==> src/rtl/hsl_sat_pkg.sv <==
package hsl_sat_pkg;

  // Cycles from an accepted item to its result strobe.
  localparam int unsigned LATENCY = 10;

  typedef struct packed {
    logic [7:0] red;
    logic [7:0] green;
    logic [7:0] blue;
  } rgb_t;

  // Payload through the saturation divider.
  typedef struct packed {
    rgb_t       pix;
    logic [7:0] lum;
    logic [8:0] den;
    logic [8:0] rem;
    logic [7:0] quo;
  } div_t;

  typedef struct packed {
    logic       q;
    logic [8:0] rem;
  } step_t;

  // Payload into the channel mixer.
  typedef struct packed {
    rgb_t        pix;
    logic [8:0]  diff_red;
    logic [8:0]  diff_green;
    logic [8:0]  diff_blue;
    logic [14:0] gain;
  } mix_t;

  // Clip the level to -100..100 and scale to trunc(level*128/100).
  function automatic logic signed [8:0] level_to_k(input logic signed [7:0] lvl);
    logic signed [7:0] clp;
    logic        [6:0] mag;
    logic       [11:0] x;
    logic       [24:0] p;
    logic        [7:0] q;
    clp = lvl;
    if (lvl < -8'sd100) begin
      clp = -8'sd100;
    end else if (lvl > 8'sd100) begin
      clp = 8'sd100;
    end
    mag = clp[7] ? 7'(-clp) : clp[6:0];
    x   = {mag, 5'b0};
    // x/25 by reciprocal; exact for x up to 3200
    p   = 25'(x) * 25'(13'd5243);
    q   = p[24:17];
    return clp[7] ? -$signed({1'b0, q}) : $signed({1'b0, q});
  endfunction

  // One restoring division step on a partial remainder below 2*den.
  function automatic step_t div_step(input logic [9:0] t, input logic [8:0] den);
    step_t s;
    if (t >= {1'b0, den}) begin
      s.q   = 1'b1;
      s.rem = 9'(t - {1'b0, den});
    end else begin
      s.q   = 1'b0;
      s.rem = t[8:0];
    end
    return s;
  endfunction

endpackage

==> src/rtl/hsl_sat_minmax.sv <==
module hsl_sat_minmax (
  input  logic              clk_i,
  input  logic              rst_ni,
  input  logic              valid_i,
  input  hsl_sat_pkg::rgb_t pix_i,
  output logic              valid_o,
  output hsl_sat_pkg::div_t data_o
);

  logic              valid_q;
  hsl_sat_pkg::div_t data_d, data_q;

  always_comb begin
    logic [7:0] mn, mx;
    logic [8:0] sum;
    mn = pix_i.red;
    mx = pix_i.red;
    if (pix_i.green < mn) mn = pix_i.green;
    if (pix_i.green > mx) mx = pix_i.green;
    if (pix_i.blue < mn) mn = pix_i.blue;
    if (pix_i.blue > mx) mx = pix_i.blue;
    sum         = {1'b0, mx} + {1'b0, mn};
    data_d.pix  = pix_i;
    data_d.lum  = sum[8:1];
    // light half measures against the distance to white
    data_d.den  = sum[8] ? 9'(10'd510 - {1'b0, sum}) : sum;
    data_d.rem  = {1'b0, mx - mn};
    data_d.quo  = '0;
  end

  always_ff @(posedge clk_i or negedge rst_ni) begin
    if (!rst_ni) begin
      valid_q <= 1'b0;
    end else begin
      valid_q <= valid_i;
    end
  end

  always_ff @(posedge clk_i) begin
    data_q <= data_d;
  end

  assign valid_o = valid_q;
  assign data_o  = data_q;

endmodule

==> src/rtl/hsl_sat_divider.sv <==
module hsl_sat_divider (
  input  logic              clk_i,
  input  logic              rst_ni,
  input  logic              valid_i,
  input  hsl_sat_pkg::div_t data_i,
  output logic              valid_o,
  output hsl_sat_pkg::div_t data_o
);

  // Four stages, two quotient bits each, most significant first.
  logic              valid_q [4];
  hsl_sat_pkg::div_t data_q  [4];

  for (genvar st = 0; st < 4; st++) begin : g_stage
    logic              vin;
    hsl_sat_pkg::div_t cur, nxt;
    hsl_sat_pkg::step_t sa, sb;
    logic [9:0]        ta;

    if (st == 0) begin : g_first
      assign vin = valid_i;
      assign cur = data_i;
      // top bit: remainder is the delta itself, no doubling
      assign ta  = {1'b0, cur.rem};
    end else begin : g_next
      assign vin = valid_q[st-1];
      assign cur = data_q[st-1];
      assign ta  = {cur.rem, 1'b0};
    end

    always_comb begin
      sa       = hsl_sat_pkg::div_step(ta, cur.den);
      sb       = hsl_sat_pkg::div_step({sa.rem, 1'b0}, cur.den);
      nxt      = cur;
      nxt.rem  = sb.rem;
      nxt.quo  = {cur.quo[5:0], sa.q, sb.q};
    end

    always_ff @(posedge clk_i or negedge rst_ni) begin
      if (!rst_ni) begin
        valid_q[st] <= 1'b0;
      end else begin
        valid_q[st] <= vin;
      end
    end

    always_ff @(posedge clk_i) begin
      data_q[st] <= nxt;
    end
  end

  assign valid_o = valid_q[3];
  assign data_o  = data_q[3];

endmodule

==> src/rtl/hsl_sat_gain.sv <==
module hsl_sat_gain (
  input  logic              clk_i,
  input  logic              rst_ni,
  input  logic signed [8:0] k_i,
  input  logic              valid_i,
  input  hsl_sat_pkg::div_t data_i,
  output logic              valid_o,
  output hsl_sat_pkg::mix_t data_o
);

  // 16384/dv - 128 for dv in 1..128; dv of zero reads as one
  logic [13:0] recip [256];

  for (genvar i = 0; i < 256; i++) begin : g_recip
    localparam int DV = (i == 0) ? 1 : i;
    localparam int GV = (i <= 128) ? (16384 / DV - 128) : 0;
    assign recip[i] = 14'(GV);
  end

  logic              v1_q, v2_q;
  hsl_sat_pkg::rgb_t pix1_q;
  logic [8:0]        dr1_q, dg1_q, db1_q;
  logic [7:0]        dv_d, dv1_q;
  logic              neg1_q;
  hsl_sat_pkg::mix_t mix_d, mix_q;

  always_comb begin
    logic [8:0] ksum;
    ksum = {1'b0, k_i[7:0]} + {1'b0, data_i.quo};
    dv_d = (ksum >= 9'd128) ? data_i.quo : 8'(8'd128 - k_i[7:0]);
    if (dv_d == 8'd0) dv_d = 8'd1;
  end

  always_comb begin
    mix_d.pix        = pix1_q;
    mix_d.diff_red   = dr1_q;
    mix_d.diff_green = dg1_q;
    mix_d.diff_blue  = db1_q;
    mix_d.gain       = neg1_q ? {{6{k_i[8]}}, k_i} : {1'b0, recip[dv1_q]};
  end

  always_ff @(posedge clk_i or negedge rst_ni) begin
    if (!rst_ni) begin
      v1_q <= 1'b0;
      v2_q <= 1'b0;
    end else begin
      v1_q <= valid_i;
      v2_q <= v1_q;
    end
  end

  always_ff @(posedge clk_i) begin
    pix1_q <= data_i.pix;
    dr1_q  <= {1'b0, data_i.pix.red}   - {1'b0, data_i.lum};
    dg1_q  <= {1'b0, data_i.pix.green} - {1'b0, data_i.lum};
    db1_q  <= {1'b0, data_i.pix.blue}  - {1'b0, data_i.lum};
    dv1_q  <= dv_d;
    neg1_q <= k_i[8];
    mix_q  <= mix_d;
  end

  assign valid_o = v2_q;
  assign data_o  = mix_q;

endmodule

==> src/rtl/hsl_sat_mix.sv <==
module hsl_sat_mix (
  input  logic              clk_i,
  input  logic              rst_ni,
  input  logic              valid_i,
  input  hsl_sat_pkg::mix_t data_i,
  output logic              valid_o,
  output hsl_sat_pkg::rgb_t pix_o
);

  logic                     vm_q, vf_q;
  hsl_sat_pkg::rgb_t        pixm_q, pix_d, pix_q;
  logic signed [23:0]       pr_q, pg_q, pb_q;

  function automatic logic [7:0] apply(input logic [7:0] c, input logic signed [23:0] p);
    logic signed [24:0] ext;
    logic signed [24:0] val;
    // floor division by 128: keep the sign through the shift
    ext = $signed({p[23], p}) >>> 7;
    val = $signed({17'b0, c}) + ext;
    if (val < 25'sd0) return 8'd0;
    if (val > 25'sd255) return 8'd255;
    return val[7:0];
  endfunction

  always_comb begin
    pix_d.red   = apply(pixm_q.red,   pr_q);
    pix_d.green = apply(pixm_q.green, pg_q);
    pix_d.blue  = apply(pixm_q.blue,  pb_q);
  end

  always_ff @(posedge clk_i or negedge rst_ni) begin
    if (!rst_ni) begin
      vm_q <= 1'b0;
      vf_q <= 1'b0;
    end else begin
      vm_q <= valid_i;
      vf_q <= vm_q;
    end
  end

  always_ff @(posedge clk_i) begin
    pixm_q <= data_i.pix;
    pr_q   <= $signed(data_i.diff_red)   * $signed(data_i.gain);
    pg_q   <= $signed(data_i.diff_green) * $signed(data_i.gain);
    pb_q   <= $signed(data_i.diff_blue)  * $signed(data_i.gain);
    pix_q  <= pix_d;
  end

  assign valid_o = vf_q;
  assign pix_o   = pix_q;

endmodule

==> src/rtl/hsl_saturation_adjust_top.sv <==
// Channel    | Direction | Handshake                    | Payload
// pixel in   | in        | start high, busy low         | red_in_i, green_in_i, blue_in_i
// pixel out  | out       | result_valid_o, one cycle    | red_out_o, green_out_o, blue_out_o
// config     | in        | cfg_we_i                     | cfg_wdata_i (saturation level)
//
// One item per clock; busy stays low, so start is taken on every cycle.
// Each result passes through ten register stages: input, min/max, four
// divider stages of two quotient bits, gain select, gain lookup, channel
// multiply, clip and output.
// Reset (rst_ni low, asynchronous) empties the pipeline and sets the level
// to zero. The receiver cannot stall, so nothing ever holds in the pipe.
module hsl_saturation_adjust_top (
  input  logic       clk_i,
  input  logic       rst_ni,
  input  logic       start,
  output logic       busy,
  input  logic [7:0] red_in_i,
  input  logic [7:0] green_in_i,
  input  logic [7:0] blue_in_i,
  output logic       result_valid_o,
  output logic [7:0] red_out_o,
  output logic [7:0] green_out_o,
  output logic [7:0] blue_out_o,
  input  logic       cfg_we_i,
  input  logic [7:0] cfg_wdata_i
);

  // Strength k, clipped and scaled once at write time.
  logic signed [8:0] k_q;

  logic              in_valid_q;
  hsl_sat_pkg::rgb_t in_pix_q;

  logic              mm_valid, dv_valid, gn_valid, mx_valid;
  hsl_sat_pkg::div_t mm_data, dv_data;
  hsl_sat_pkg::mix_t gn_data;
  hsl_sat_pkg::rgb_t mx_pix;

  assign busy = 1'b0;

  always_ff @(posedge clk_i or negedge rst_ni) begin
    if (!rst_ni) begin
      k_q        <= '0;
      in_valid_q <= 1'b0;
    end else begin
      if (cfg_we_i) begin
        k_q <= hsl_sat_pkg::level_to_k($signed(cfg_wdata_i));
      end
      in_valid_q <= start && !busy;
    end
  end

  // Capture the pixel; payload carries no reset.
  always_ff @(posedge clk_i) begin
    in_pix_q.red   <= red_in_i;
    in_pix_q.green <= green_in_i;
    in_pix_q.blue  <= blue_in_i;
  end

  // Find min, max, lightness and the saturation denominator.
  hsl_sat_minmax u_minmax (
    .clk_i   (clk_i),
    .rst_ni  (rst_ni),
    .valid_i (in_valid_q),
    .pix_i   (in_pix_q),
    .valid_o (mm_valid),
    .data_o  (mm_data)
  );

  // Saturation S = delta*128/den, two bits per stage.
  hsl_sat_divider u_divider (
    .clk_i   (clk_i),
    .rst_ni  (rst_ni),
    .valid_i (mm_valid),
    .data_i  (mm_data),
    .valid_o (dv_valid),
    .data_o  (dv_data)
  );

  // Pick the divisor from k and S and look up the gain; a negative k is the gain.
  hsl_sat_gain u_gain (
    .clk_i   (clk_i),
    .rst_ni  (rst_ni),
    .k_i     (k_q),
    .valid_i (dv_valid),
    .data_i  (dv_data),
    .valid_o (gn_valid),
    .data_o  (gn_data)
  );

  // Scale each channel's distance from lightness, clip and register out.
  hsl_sat_mix u_mix (
    .clk_i   (clk_i),
    .rst_ni  (rst_ni),
    .valid_i (gn_valid),
    .data_i  (gn_data),
    .valid_o (mx_valid),
    .pix_o   (mx_pix)
  );

  assign result_valid_o = mx_valid;
  assign red_out_o      = mx_pix.red;
  assign green_out_o    = mx_pix.green;
  assign blue_out_o     = mx_pix.blue;

endmodule

==> config.mk <==
export PLATFORM = sky130hd
export DESIGN_NAME = hsl_saturation_adjust_top
export DESIGN_NICKNAME = d
export VERILOG_FILES = /design/src/rtl/hsl_sat_pkg.sv /design/src/rtl/hsl_sat_minmax.sv /design/src/rtl/hsl_sat_divider.sv /design/src/rtl/hsl_sat_gain.sv /design/src/rtl/hsl_sat_mix.sv /design/src/rtl/hsl_saturation_adjust_top.sv
export SDC_FILE = /design/constraint.sdc
export NUM_CORES = 2
export LEC_CHECK = 0
export ABC_AREA = 1
export BUFFER_PORTS_ARGS = -buffer_cell sky130_fd_sc_hd__buf_4
export CORE_MARGIN = 4
export CORE_UTILIZATION = 30
export DETAILED_ROUTE_END_ITERATION = 10
export PLACE_DENSITY = 0.48
export SYNTH_ARGS = -nofsm -noshare
export SYNTH_HDL_FRONTEND = slang
export SYNTH_SLANG_ARGS = --single-unit
==> constraint.sdc <==
create_clock -name clk_i -period 4.9 [get_ports clk_i]
set_clock_uncertainty 0.1 [all_clocks]
set_input_delay 0.245 -clock clk_i [delete_from_list [all_inputs] [get_ports clk_i]]
set_output_delay 0.245 -clock clk_i [all_outputs]
set_load 0.005 [all_outputs]
==> flow_summary.toml <==
[setup_path]
path_class = "in -> reg"
start_kind = "input port"
critPathMaxFanout = 4
slowest_stage = "fa_1"
crit_arrival_ns = 5.34
critPathCaptureType = "register"
rrSetupSlack_ns = 0.17
critical_path.most_common_cell = "buf_4"
crit_required_ns = 5.31
cp_slowest_stage_delay_ns = 0.55

[placed_design]
dp_cells = 5913
gp_congestion = 0.867
port_buffers = 60
placed_area_um2 = 40200
hpwl_um = 72700

[sta]
fin_crit_ns = 4.93
setup_viol = 4
rsz0062_at_grt = "true"
fin_ws_ns = -0.0346
period_share_pct = 101
slew_headroom_pct = 37.2
worstMarginPinSlew_ns = 0.938
slew_violations = 0
fmax_mhz = 203
hold_viol = 0

[synth]
synth_top_cell_by_area = "dfxtp_1"
syn-instance-count = 4122
ys.warnings.count = 0
synth_edf_count = 0
syn_area_um2 = 35700
yosysMostFrequentCell = "nand2_1"
synth-seq-cells = 518
synth_seq_area_share_pct = 29.3
async_flop_share_pct = 3.67
synth_ff_type = "dfxtp_1"
synth.avg_cell_area_um2 = 8.65
synth_common_cells = "nand2_1 (836), inv_1 (783), dfxtp_1 (499), fa_1 (364), ha_1 (358)"
synth_top_area_share_pct = 28.0
synth.distinct_cells = 75
synth.area.top_cells = "dfxtp_1 (28%), fa_1 (20%), ha_1 (13%)"
syn-num-nets = 4880

[cts]
h-tree-depth = 2
clock_path_buffers = 3
cts-root-buf = "clkbuf_16"
clock_sinks = 518
clkLatencyLatePin_ns = 0.68
clk_pin_slew_ns = 0.06
numCtsBuffers = 58
cts_tree = "yes"

[layout]
fin_cells = 6075
drive_above_1_share_pct = 16.7
nets = 5248
post-route-cell-area_um2 = 43800
n_antenna_cell = 0
syn_to_final_growth_pct = 22.8
final.fill_count = 12000

[global_route]
grt_pass1_vias = 27400
grt_max_degree = 26
grt_util_all_layers_pct = 14.3
grt_overflow = 0
antenna_found_initial = 1
grt_pass1_wl_um = 145000

[drt]
wl_per_cell_um = 14.8
drc = 0
routed_via_density = 4.42
vias = 26800
drt-total-wl_um = 89700
antenna_left = 0
drtIter0Drc = 1121
drtPass1Iterations = 5

[min_path]
min_path_type = "in -> reg"

[floorplan]
design.die.area_um2 = 124000
core_um2 = 118000
die_y_um = 353
boundaryPins = 62
row_count = 126
initial_core_util_pct = 30.2
fp.dieW_um = 353

[status]
status = "finished, violations left"
violations = "setup timing"

[run]
max-cap-violations = 0
==> critical path: cells and delay by family <==
family	cells	cell delay, ns
simple gates	15	1.51
xor+xnor	1	0.12
fa+ha+maj	5	2.21
compound gates	2	0.44
buf+inv	8	0.81
==> sequential cells by signal (all words and copies together) (netlist names), 17 cells and up <==
| name | flops |
|---|---|
| u_minmax.data_o | 48 |
| u_gain.mix_d | 24 |
| u_mix.pr_q | 17 |
| u_mix.pb_q | 17 |
| in_pix_q | 24 |
| u_mix.pix_o | 24 |
| u_mix.pixm_q | 24 |
| u_gain.data_o | 66 |
| u_mix.pg_q | 17 |
| u_divider.data_q | 202 |
==> per-layer routing <==
layer | vias up | GRT usage, % | wire length (µm)
li1 | 13600 | - | -
met1 | 12700 | 18.8 | 41100
met2 | 379 | 24.4 | 42800
met3 | 134 | 2.21 | 3310
met4 | 0 | 4.24 | 2550
met5 | - | 0 | 0
==> final cells by class <==
cell class                 instances  area, µm²  share of cell area (%)
clock inverter                    30        350                   0.800
clock buffer                      79       1650                    3.77
inverter                         791       2990                    6.82
timing repair buffer             409       3540                    8.08
tap                             1536       1920                    4.39
multi-input combinational       2712      22800                    52.1
sequential                       518      10500                    24.0
==> through the flow <==
step	TNS [ns]	setup WS [ns]	utilization [%]	hold WS [ns]
floorplan	-4.09	-0.586	-	-0.151
global placement	-10.59	-0.913	34.0	0.0410
detailed placement	-11.95	-0.934	34.0	0.0458
CTS	0	0.000938	36.1	0.0239
global route	-1.65	-0.244	37.1	0.0306
finish	-0.0724	-0.0346	37.1	0.0570
==> final timing paths <==
path,from,endpoint,depth (start not counted)
setup reg to reg,u_gain.data_o[7],u_mix.pg_q[23],19
min in group asynchronous,rst_ni,u_divider.g_stage[2].vin,3
setup / recovery,cfg_wdata_i[4],k_q[7],31
hold / removal,cfg_wdata_i[7],k_q[8],4
max in group asynchronous,rst_ni,k_q[8],3
hold reg to reg,u_divider.data_q[2][31],u_divider.data_q[3][31],0
==> cells in the final DEF (no fill, tap or decap), types with 24 or more instances in the layout <==
cell             n
nor3_1          39
a21oi_2         26
dlygate4sd3_1   28
dfxtp_2         24
ha_4            39
xnor2_1         53
a21oi_1        183
fa_1           349
nor2_1         174
inv_1          754
inv_2           31
nand3_1         88
xor2_1         136
o21ai_1         32
nand2_1        808
buf_4          329
o21ai_0        161
dfxtp_1        469
nand4_1         25
ha_1           317
clkbuf_16       58
nand2_2         39
==> kinds of logic (layout without fill, tap and decap cells) <==
family          Yosys count  in the layout  synth area share (%)
compound gates          549            549                  8.80
xor+xnor                194            194                  4.83
fa+ha+maj               722            722                  33.0
buf+inv                 892           1309                  9.51
flops                   518            518                  29.3
mux                       1              1                0.0316
other cells               1              1                0.0105
simple gates           1245           1245                  14.5
==> repair_timing <==
action,CTS,global route
setup endpoints to repair,45,56
hold buffers,28,0
pin swaps,26,120
resized for setup,42,258
endpoints found under the hold margin,53,0
cloned,0,2
setup buffers,8,17
Power is not shown: default switching activity piles up to over one toggle a cycle in this logic, so the estimate is an artifact.
